$ cat config.mk
export PLATFORM = sky130hd
export DESIGN_NAME = gcmmb_div
export DESIGN_NICKNAME = d
export VERILOG_FILES = /design/src/rtl/gcmmb_pkg.sv /design/src/rtl/gcmmb_div.sv
export SDC_FILE = /design/constraint.sdc
export NUM_CORES = 1
export LEC_CHECK = 0
export BUFFER_PORTS_ARGS = -buffer_cell sky130_fd_sc_hd__buf_4
export CAP_MARGIN = 40
export CORE_MARGIN = 2
export CORE_UTILIZATION = 46
export CTS_CLUSTER_DIAMETER = 200
export DETAILED_ROUTE_END_ITERATION = 10
export GPL_TIMING_DRIVEN = 0
export PLACE_DENSITY = 0.68
export SYNTH_ARGS = -nofsm -noshare
export SYNTH_HDL_FRONTEND = slang
export SYNTH_SLANG_ARGS = --single-unit
$ cat constraint.sdc
create_clock -name clk -period 4.2 [get_ports clk]
set_clock_uncertainty 0.2 [all_clocks]
set_input_delay 0.84 -clock clk [delete_from_list [all_inputs] [get_ports clk]]
set_output_delay 0.84 -clock clk [all_outputs]
set_load 0.05 [all_outputs]
$ cat src/rtl/gcmmb_pkg.sv
// Shared constants, register indexes, FSM state type and divider status type
// for the grid cell min/max binning block. No dependencies.
`default_nettype none

package gcmmb_pkg;

    // Default sizes of the grid store and of the point coordinates
    localparam int MAX_COLS_DEF   = 64;
    localparam int MAX_ROWS_DEF   = 64;
    localparam int COORD_BITS_DEF = 32;

    // Fixed field widths
    localparam int OFS_BITS   = 26;
    localparam int CS_W       = 21;
    localparam int GW_W       = 7;
    localparam int RC_W       = 6;
    localparam int CIDX_W     = 12;
    localparam int SUM_W      = 2 * GW_W + 1;
    localparam int CFG_IDX_W  = 3;
    localparam int CFG_DATA_W = 32;

    // Register reset values
    localparam logic [CS_W-1:0] CS_RESET = CS_W'(1000);
    localparam logic [GW_W-1:0] GW_RESET = GW_W'(64);
    localparam logic [GW_W-1:0] GH_RESET = GW_W'(64);

    // Register indexes on the configuration port
    localparam logic [CFG_IDX_W-1:0] REG_X_MIN       = CFG_IDX_W'(0);
    localparam logic [CFG_IDX_W-1:0] REG_Y_MIN       = CFG_IDX_W'(1);
    localparam logic [CFG_IDX_W-1:0] REG_CELL_SIZE   = CFG_IDX_W'(2);
    localparam logic [CFG_IDX_W-1:0] REG_GRID_WIDTH  = CFG_IDX_W'(3);
    localparam logic [CFG_IDX_W-1:0] REG_GRID_HEIGHT = CFG_IDX_W'(4);

    // Request function codes
    localparam logic FUNC_INSERT = 1'b0;
    localparam logic FUNC_READ   = 1'b1;

    // Result status codes
    localparam logic STATUS_OK      = 1'b0;
    localparam logic STATUS_OUTSIDE = 1'b1;

    typedef enum logic [2:0] {
        ST_CLEAR,
        ST_IDLE,
        ST_PREP,
        ST_DIV,
        ST_INDEX,
        ST_MEMRD,
        ST_MODIFY,
        ST_RESULT
    } state_t;

    typedef struct packed {
        logic busy;
        logic done;
    } div_stat_t;

endpackage

`default_nettype wire

$ cat src/rtl/gcmmb_div.sv
// Dual-lane restoring divider: two dividends over one shared divisor,
// one quotient bit per lane per cycle. Depends on gcmmb_pkg.
`default_nettype none

module gcmmb_div
    import gcmmb_pkg::*;
#(
    parameter int QW = OFS_BITS,
    parameter int DW = CS_W
) (
    input  wire logic          clk,
    input  wire logic          rst_n,
    input  wire logic          start,
    input  wire logic [QW-1:0] dividend_a,
    input  wire logic [QW-1:0] dividend_b,
    input  wire logic [DW-1:0] divisor,
    output div_stat_t          stat,
    output logic      [QW-1:0] quot_a,
    output logic      [QW-1:0] quot_b
);

    localparam int CNT_W = $clog2(QW + 1);

    logic [CNT_W-1:0] cnt_reg;
    logic             done_reg;
    logic [QW-1:0]    qa_reg;
    logic [QW-1:0]    qb_reg;
    logic [DW-1:0]    ra_reg;
    logic [DW-1:0]    rb_reg;

    logic [DW:0]      trial_a;
    logic [DW:0]      trial_b;
    logic [DW:0]      dvs;
    logic             geq_a;
    logic             geq_b;
    logic [DW-1:0]    ra_next;
    logic [DW-1:0]    rb_next;

    always_comb
    begin
        dvs     = {1'b0, divisor};
        trial_a = {ra_reg, qa_reg[QW-1]};
        trial_b = {rb_reg, qb_reg[QW-1]};
        geq_a   = trial_a >= dvs;
        geq_b   = trial_b >= dvs;
        // remainder stays below the divisor, so the difference fits DW bits
        ra_next = geq_a ? DW'(trial_a - dvs) : trial_a[DW-1:0];
        rb_next = geq_b ? DW'(trial_b - dvs) : trial_b[DW-1:0];
    end

    always_ff @(posedge clk or negedge rst_n)
    begin
        if (!rst_n)
        begin
            cnt_reg  <= '0;
            done_reg <= 1'b0;
        end
        else
        begin
            done_reg <= 1'b0;
            if (start)
            begin
                cnt_reg <= CNT_W'(QW);
            end
            else if (cnt_reg != '0)
            begin
                cnt_reg <= cnt_reg - CNT_W'(1);
                if (cnt_reg == CNT_W'(1))
                begin
                    done_reg <= 1'b1;
                end
            end
        end
    end

    // shift quotient bits in from the right as dividend bits leave on the left
    always_ff @(posedge clk)
    begin
        if (start)
        begin
            qa_reg <= dividend_a;
            qb_reg <= dividend_b;
            ra_reg <= '0;
            rb_reg <= '0;
        end
        else if (cnt_reg != '0)
        begin
            qa_reg <= {qa_reg[QW-2:0], geq_a};
            qb_reg <= {qb_reg[QW-2:0], geq_b};
            ra_reg <= ra_next;
            rb_reg <= rb_next;
        end
    end

    assign stat.busy = cnt_reg != '0;
    assign stat.done = done_reg;
    assign quot_a    = qa_reg;
    assign quot_b    = qb_reg;

endmodule

`default_nettype wire

# Yosys cells after proc, flatten, opt, wreduce, memory -nomap -nowiden
# Index checks and enable logic that the tools add are counted.
[op_classes] reduce_logical=2 muxes=11 order_cmp=2 eq_ne=1 add_sub_neg=3
[op_table] op="26-bit two-way mux" n=4
[op_table] op="22-bit by 21-bit greater-or-equal comparator with 1-bit output" n=2
[op_table] op="21-bit two-way mux" n=2
[op_table] op="21-bit subtractor" n=2
[op_table] op="5-bit two-way mux" n=2
[op_table] op="5-bit by 1-bit == test with 1-bit output (second input constant)" n=1
[op_table] op="5-bit nonzero test" n=1
[op_table] op="5-bit by 1-bit subtractor with 5-bit output (second input constant)" n=1
[op_table] op="1-bit two-way mux" n=3
[op_table] op="2-bit nonzero test" n=1
[word_totals] ff_bits=100

# Logic depth before layout (Yosys ltp)
# Gate-level depths: netlist of the first run.
[depth] depth_word=4 depth_mapped=13 ltp_nobuf=12

# Worst setup path before layout of the first run
# No wires, ideal clock.
[synth_timing] kind="input -> register" start="in divisor[0]" end="reg qb_reg[0] (netlist: quot_b[0]), data pin" setup_slack_ps=836 cell_stages=10 path_buffers=1 arrival_time_ps=2904 path_cell_list="ha_1 -> inv_1 -> fa_1 -> a211o_1 -> a21oi_2 -> o211ai_1 -> a32oi_2 -> nand2_2 -> buf_2 -> mux2_2"
[synth_via] elab_chain_cells=3
[synth_rtl] item="start: declaration" line="gcmmb_div.sv:16" text="input wire logic [DW-1:0] divisor,"
[synth_rtl] item="22-bit by 21-bit greater-or-equal comparator with 1-bit output" line="gcmmb_div.sv:45" text="geq_b = trial_b >= dvs;"
[synth_rtl] item="26-bit two-way mux" line="gcmmb_div.sv:86" text="else if (cnt_reg != '0)"
[synth_rtl] item="26-bit two-way mux" line="gcmmb_div.sv:79" text="if (start)"
[synth_rtl] item="end signal: assignment" line="gcmmb_div.sv:82" text="qb_reg <= dividend_b;"
[synth_rtl] item="end signal: assignment" line="gcmmb_div.sv:89" text="qb_reg <= {qb_reg[QW-2:0], geq_b};"
[synth_rtl] item="end: declaration" line="gcmmb_div.sv:27" text="logic [QW-1:0] qb_reg;"
# No other way between the ends. The select of a mux whose other input is x is not followed.
# A chain may end at the register's enable or synchronous reset.

==> results of run 1 <==
[layout make-up]
class                           instances  area, um^2
Inverter                               39       146.4
Multi-Input combinational cell        518        3815
Timing Repair Buffer                  129       980.9
Fill cell                            1250        5853
Buffer                                 32       150.1
Clock inverter                          6       90.09
Sequential cell                       100        2552
Tap cell                              180       225.2
Clock buffer                           10       229.0
[synthesized netlist by cell type, drive strengths merged (5+ instances only)]
library cell,n
edfxtp,52
a211oi,29
or3,5
o21ai,37
a21oi,42
xor2,9
mux2,52
nand2,52
a21o,11
nand2b,5
nor2b,6
o211ai,5
dfxtp,42
ha,45
buf,11
nor3,16
inv,39
dfrtp,6
xnor2,24
nand3,13
o21a,9
o31ai,8
nor2,70
clkbuf,21
mux2i,14
[path summary, 6_finish.rpt]
check / end / slack, ns / startpoint / cells after the start
max: stat[1] / 0.58 / cnt_reg[0] / 7
min: cnt_reg[3] / 0.08 / rst_n / 1
max reg2reg: quot_b[0] / 0.58 / quot_b[25] / 11
min reg2reg: rb_reg[2] / 0.28 / rb_reg[2] / 2
max in group asynchronous: cnt_reg[0] / 3.61 / rst_n / 1
min in group clk: rb_reg[2] / 0.28 / rb_reg[2] / 2
[metal layers]
layer | vias up | wire, um
met5 | - | 0
met4 | 0 | 489
met3 | 37 | 1224
met2 | 207 | 8752
met1 | 2818 | 8150
li1 | 2824 | -
[critical path: stages (launching register included)]
cell and delay (ns):
dfrtp_1 0.38, inv_1 0.10, ha_1 0.22, and2_1 0.19
inv_1 0.13, clkbuf_1 0.41, clkbuf_1 0.50, buf_4 0.30
[through the flow]
step                      hold WS, ns  instances  total power, mW  util [%]  cell area, um^2
after floorplan                0.2422        689            2.366         -             6664
after global placement         0.2653        997            2.745     55.90             7850
after detailed placement       0.2728        998            2.771     56.05             7870
after CTS                     0.07443       1014            3.678     58.32             8189
after global routing          0.07429       1014            3.868     58.32             8189
final                         0.08059       1014            3.677     58.32             8189
[cells by family (layout without fill, tap and decap cells)]
| kind of cell | count (synthesis) | in the layout |
|---|---|---|
| and+or+nand+nor | 192 | 192 |
| muxes | 66 | 66 |
| DFF | 100 | 100 |
| AOI/OAI and AO/OA | 180 | 180 |
| adders and majority gates | 47 | 47 |
| buffers and inverters | 71 | 216 |
| xor gates and xnor gates | 33 | 33 |
[power groups by stage]
stage / Sequential (mW) / Clock (mW) / Combinational, mW
after global routing: 1.29 / 0.952 / 1.62
final: 1.28 / 0.907 / 1.49
after floorplan: 1.47 / 0 / 0.894
after detailed placement: 1.29 / 0 / 1.48
after CTS: 1.27 / 0.917 / 1.49
after global placement: 1.29 / 0 / 1.46
==> results.cfg, run 1 <==
[worst_setup_path]
crit_fanout = 10
worstSetupStartpointType = flip-flop
crit_type = flip-flop to output port
required_ns = 3.16
crit_path_end_kind = output port
arrival_ns = 2.58

[placed_design]
io_buffers = 128
dp_hpwl_um = 14360
place_congestion = 0.8897
dp_slack_ns = 0.2506

[pwr]
p_leak_nw = 3.604
p_sw_share_pct = 37.65
peakVddDrop_mv = 0.3002
powerDensity_nw_per_um2 = 449.0
p_sw_mw = 1.384
pwr-share-comb_pct = 40.6
internal_power_mw = 2.293
pwr-share-clk_pct = 24.7
seqPwrFrac_pct = 34.7

[outcome]
status = finished, final reports clean

[clock_network]
numCtsBuffers = 9
post_cts_buffers = 0
cts.repair.resized = 0
path_clk_slew_ns = 0.07
cts_hold_buffers = 0
cts.htree.levels = 3
cts.sinks = 100
insertion_delay_ns = 0.35
cts_tree = done
cts_buffer_depth = 2
cts-root-buf = clkbuf_16

[finish]
final_net_count = 952
area_growth_pct = 22.89
mostFrequentLayoutCell = buf_4
drive_gt1_share_pct = 27.46
layout_common_cells = 130 x buf_4, 69 x nor2_1, 52 x mux2_2, 52 x edfxtp_1, 51 x nand2_1
num_antenna_cells = 0

[logic_synthesis]
muxShareOfSynthArea_pct = 10.89
yosys-top-cells-area = edfxtp_1 23%, dfxtp_1 13%, mux2_2 8.8%
synth_area_um2 = 6664
synth_area_per_cell_um2 = 9.672
yosys.area.top_type = edfxtp_1
ys_warn_count = 0
synth_edf_count = 52
synthSimpleGateAreaFrac_pct = 13.57
synth-seq-cells = 100
synth_adder_area_share_pct = 9.050
synth_top_area_share_pct = 23.43
synth_compound_area_share_pct = 19.40
syn_inst = 689
seq_area_frac_synth_pct = 38.30
synthXorXnorAreaFrac_pct = 4.337
ys_async_sr_fraction_pct = 6.000
synth_top_family_by_area = compound AO/OA/AOI/OAI gates
synth_ff_type = edfxtp_1
synth_fp_nets = 812
synth.distinct_cells = 75

[global_route]
track_usage_pct = 23.93
met3_usage_pct = 5.369
grt_pass1_wl_um = 29910
antenna_found_initial = 0
met1_usage_pct = 30.54
grt_max_degree = 33
grt_overflow = 0
grt_pass1_vias = 5894
use_met2_pct = 39.70
busiest_layer = met2

[timing]
worst_slack_ns = 0.5761
timing.slew.headroom_pct = 45.16
grt_setup_unrepaired = false
slew_viol_final = 0
setup_viol = 0
finalSetupTns_ns = 0
tightest_slew_ns = 0.8195
hold_viol = 0
timing.final.crit_share_pct = 86.28
fin_crit_ns = 3.624
fmax_mhz = 275.9

[detailed_routing]
antenna_left = 0
drc = 0
first_pass_iters = 5
routed_wl_um = 18620
drt-initial-drc-count = 422
wire_per_inst_um = 18.36
num_vias = 5886
via_per_inst = 5.805

[floorplanning]
coreArea_um2 = 14040
fp-row-count = 43
die_w_um = 124.4
boundaryPins = 130
start_util_pct = 47.46
chipHeight_um = 124.4
fp.dieArea_um2 = 15470

[flow_run]
timing.max_cap.violations = 0

[min_path]
hold_path_class = input port to asynchronous set/reset pin
Note: power is estimated with default switching activity, not from simulation.
==> run 2, diff against run 1 <==
Settings changed: ABC_AREA from default to 1.
==> results.cfg, run 2 <==
[outcome]
status = finished, final reports clean

[global_route]
antenna_found_initial = 0
grt_max_degree = 62
track_usage_pct = 24.12
grt_pass1_vias = 6763
grt_overflow = 0
grt_pass1_wl_um = 33480

[worst_setup_path]
crit_fanout = 10
critPathMaxStageDelay_ns = 0.42
crit_buf_inv = 3
critPathLaunch = divisor[0]
required_ns = 4.07
reg2reg_from = quot_a[25]
crit_path_end_kind = flip-flop
worstSetupStartpointType = input port
crit_chain = buf_4, ha_1, inv_1, fa_1, nand2_1, nand3_1, nand2_1, nand2_2, nand2_4, buf_2, a31oi_1
arrival_ns = 2.60
cp_slowest_cell = fa_1
path_common_cell = nand2_1
cp_top_family = simple AND/OR/NAND/NOR gates
crit_type = input port to flip-flop

[clock_network]
cts.sinks = 100
cts-root-buf = clkbuf_16
post_cts_buffers = 0
cts_hold_buffers = 0
cts.htree.levels = 3
cts_buffer_depth = 2
path_clk_slew_ns = 0.07
insertion_delay_ns = 0.36
numCtsBuffers = 9
cts.repair.resized = 0
cts_tree = done

[timing]
timing.final.crit_share_pct = 64.87
tightest_slew_ns = 0.8333
finalSetupTns_ns = 0
slew_viol_final = 0
fin_crit_ns = 2.724
hold_viol = 0
timing.slew.headroom_pct = 44.44
whs_ns = 0.07968
worst_slack_ns = 1.476
fmax_mhz = 367.0
grt_setup_unrepaired = false
setup_viol = 0

[logic_synthesis]
ys_warn_count = 0
seq_area_frac_synth_pct = 34.09
synth_edf_count = 52
synth_ff_type = edfxtp_1
synth-seq-cells = 100
yosys.area.top_type = nand2_1
synth.most_common_cell = nand2_1
synth.distinct_cells = 38
synth_area_per_cell_um2 = 6.633
syn_inst = 1129
yosys-top-cells-area = nand2_1 24%, edfxtp_1 21%, dfxtp_1 11%
synth_top_area_share_pct = 23.96
synth_area_um2 = 7488
synth_fp_nets = 1252
ys_async_sr_fraction_pct = 6.000
synthTopCellsByCount = 478 x nand2_1, 160 x inv_1, 100 x nand3_1

[finish]
num_antenna_cells = 0
final_net_count = 1391
layout_common_cells = 478 x nand2_1, 160 x inv_1, 135 x buf_4
mostFrequentLayoutCell = nand2_1
area_growth_pct = 20.35
multi_input_area_um2 = 4103
nFillCells = 1605
seq_area_um2 = 2552
drive_gt1_share_pct = 15.16

[detailed_routing]
num_vias = 7366
antenna_left = 0
met3_length_um = 805
topRoutingLayerUsed = met4
first_pass_iters = 6
via_per_inst = 4.947
wl_met1_um = 9558
drt-initial-drc-count = 484
wire_per_inst_um = 14.15
met2_length_um = 10280
drc = 0
routed_wl_um = 21060

[pwr]
seqPwrFrac_pct = 26.6
p_sw_share_pct = 47.04
pwr-share-clk_pct = 15.6
p_sw_mw = 2.547
internal_power_mw = 2.867
pwr-share-comb_pct = 57.8
powerDensity_nw_per_um2 = 600.8
p_leak_nw = 4.938
peakVddDrop_mv = 0.2394

[placed_design]
dp_slack_ns = 1.138
place_congestion = 0.9904
dp_hpwl_um = 16360
io_buffers = 128

[floorplanning]
coreArea_um2 = 15890
fp.dieArea_um2 = 17320
die_w_um = 131.6
boundaryPins = 130
fp-row-count = 46
chipHeight_um = 131.6
start_util_pct = 47.14

[min_path]
hold_path_class = input port to asynchronous set/reset pin

[flow_run]
timing.max_cap.violations = 0
run 2: changes by cell type after synthesis, sizes merged, moves of 14 or more:
cell,change
nand3b,+25
nand3,+88
a211oi,-29
mux2,-52
inv,+124
mux2i,-14
nand2,+440
run 2: worst reg2reg max path: stages (launching register included):
cell and delay [ns]:
edfxtp_1 0.38, inv_1 0.14, ha_1 0.19, inv_1 0.07
fa_1 0.42, nand2_1 0.09, nand3_1 0.14, nand2_1 0.18
nand2_2 0.10, nand2_4 0.11, buf_2 0.24, a31oi_1 0.14
run 2: final cells by class:
type | instances | area share (%)
Buffer | 34 | 2.443
Clock buffer | 9 | 2.499
Clock inverter | 7 | 0.7219
Inverter | 164 | 6.830
Multi-Input combinational cell | 831 | 45.52
Sequential cell | 100 | 28.32
Tap cell | 216 | 2.999
Timing Repair Buffer | 128 | 10.66
run 2: path summary, 6_finish.rpt:
| path | end | slack (ns) | depth (start not counted) |
|---|---|---|---|
| worst min register to register | ra_reg[11] | 0.27 | 2 |
| min in group clk | ra_reg[11] | 0.27 | 2 |
| max in group asynchronous | cnt_reg[4] | 3.61 | 1 |
| worst max-delay path | quot_a[0] | 1.48 | 11 |
| worst min-delay path | cnt_reg[0] | 0.08 | 1 |
| worst max register to register | quot_a[0] | 1.53 | 11 |
run 2: through the flow:
| stage | total power [mW] | instance area [um^2] | std cells | utilization (%) |
|---|---|---|---|---|
| after floorplan | 3.832 | 7488 | 1129 | - |
| after global placement | 4.511 | 8720 | 1473 | 54.89 |
| after detailed placement | 4.539 | 8722 | 1473 | 54.91 |
| final | 5.414 | 9012 | 1489 | 56.73 |
| after global routing | 5.874 | 9012 | 1489 | 56.73 |
| after CTS | 5.404 | 9012 | 1489 | 56.73 |
run 2: power groups by stage:
stage | Clock [mW] | Sequential [mW] | Combinational (mW)
global placement | 0 | 1.45 | 3.06
finish | 0.845 | 1.44 | 3.13
floorplan | 0 | 1.60 | 2.23
CTS | 0.862 | 1.44 | 3.11
detailed placement | 0 | 1.45 | 3.09
global route | 0.899 | 1.47 | 3.51
run 2: cell families after synthesis:
group,share of synthesized area (%)
buffers and inverters,11.13
AND/OR/NAND/NOR,40.03
adder cells (fa/ha/maj),8.053
XOR/XNOR,1.871
AO/OA/AOI/OAI,4.829
flip-flops,34.09
run 2: routing by layer:
metal  vias up  global-route usage, %
met5         -                      0
met2       165                  42.58
met3        27                  3.279
li1       3828                      -
met1      3346                  30.98
met4         0                  6.341
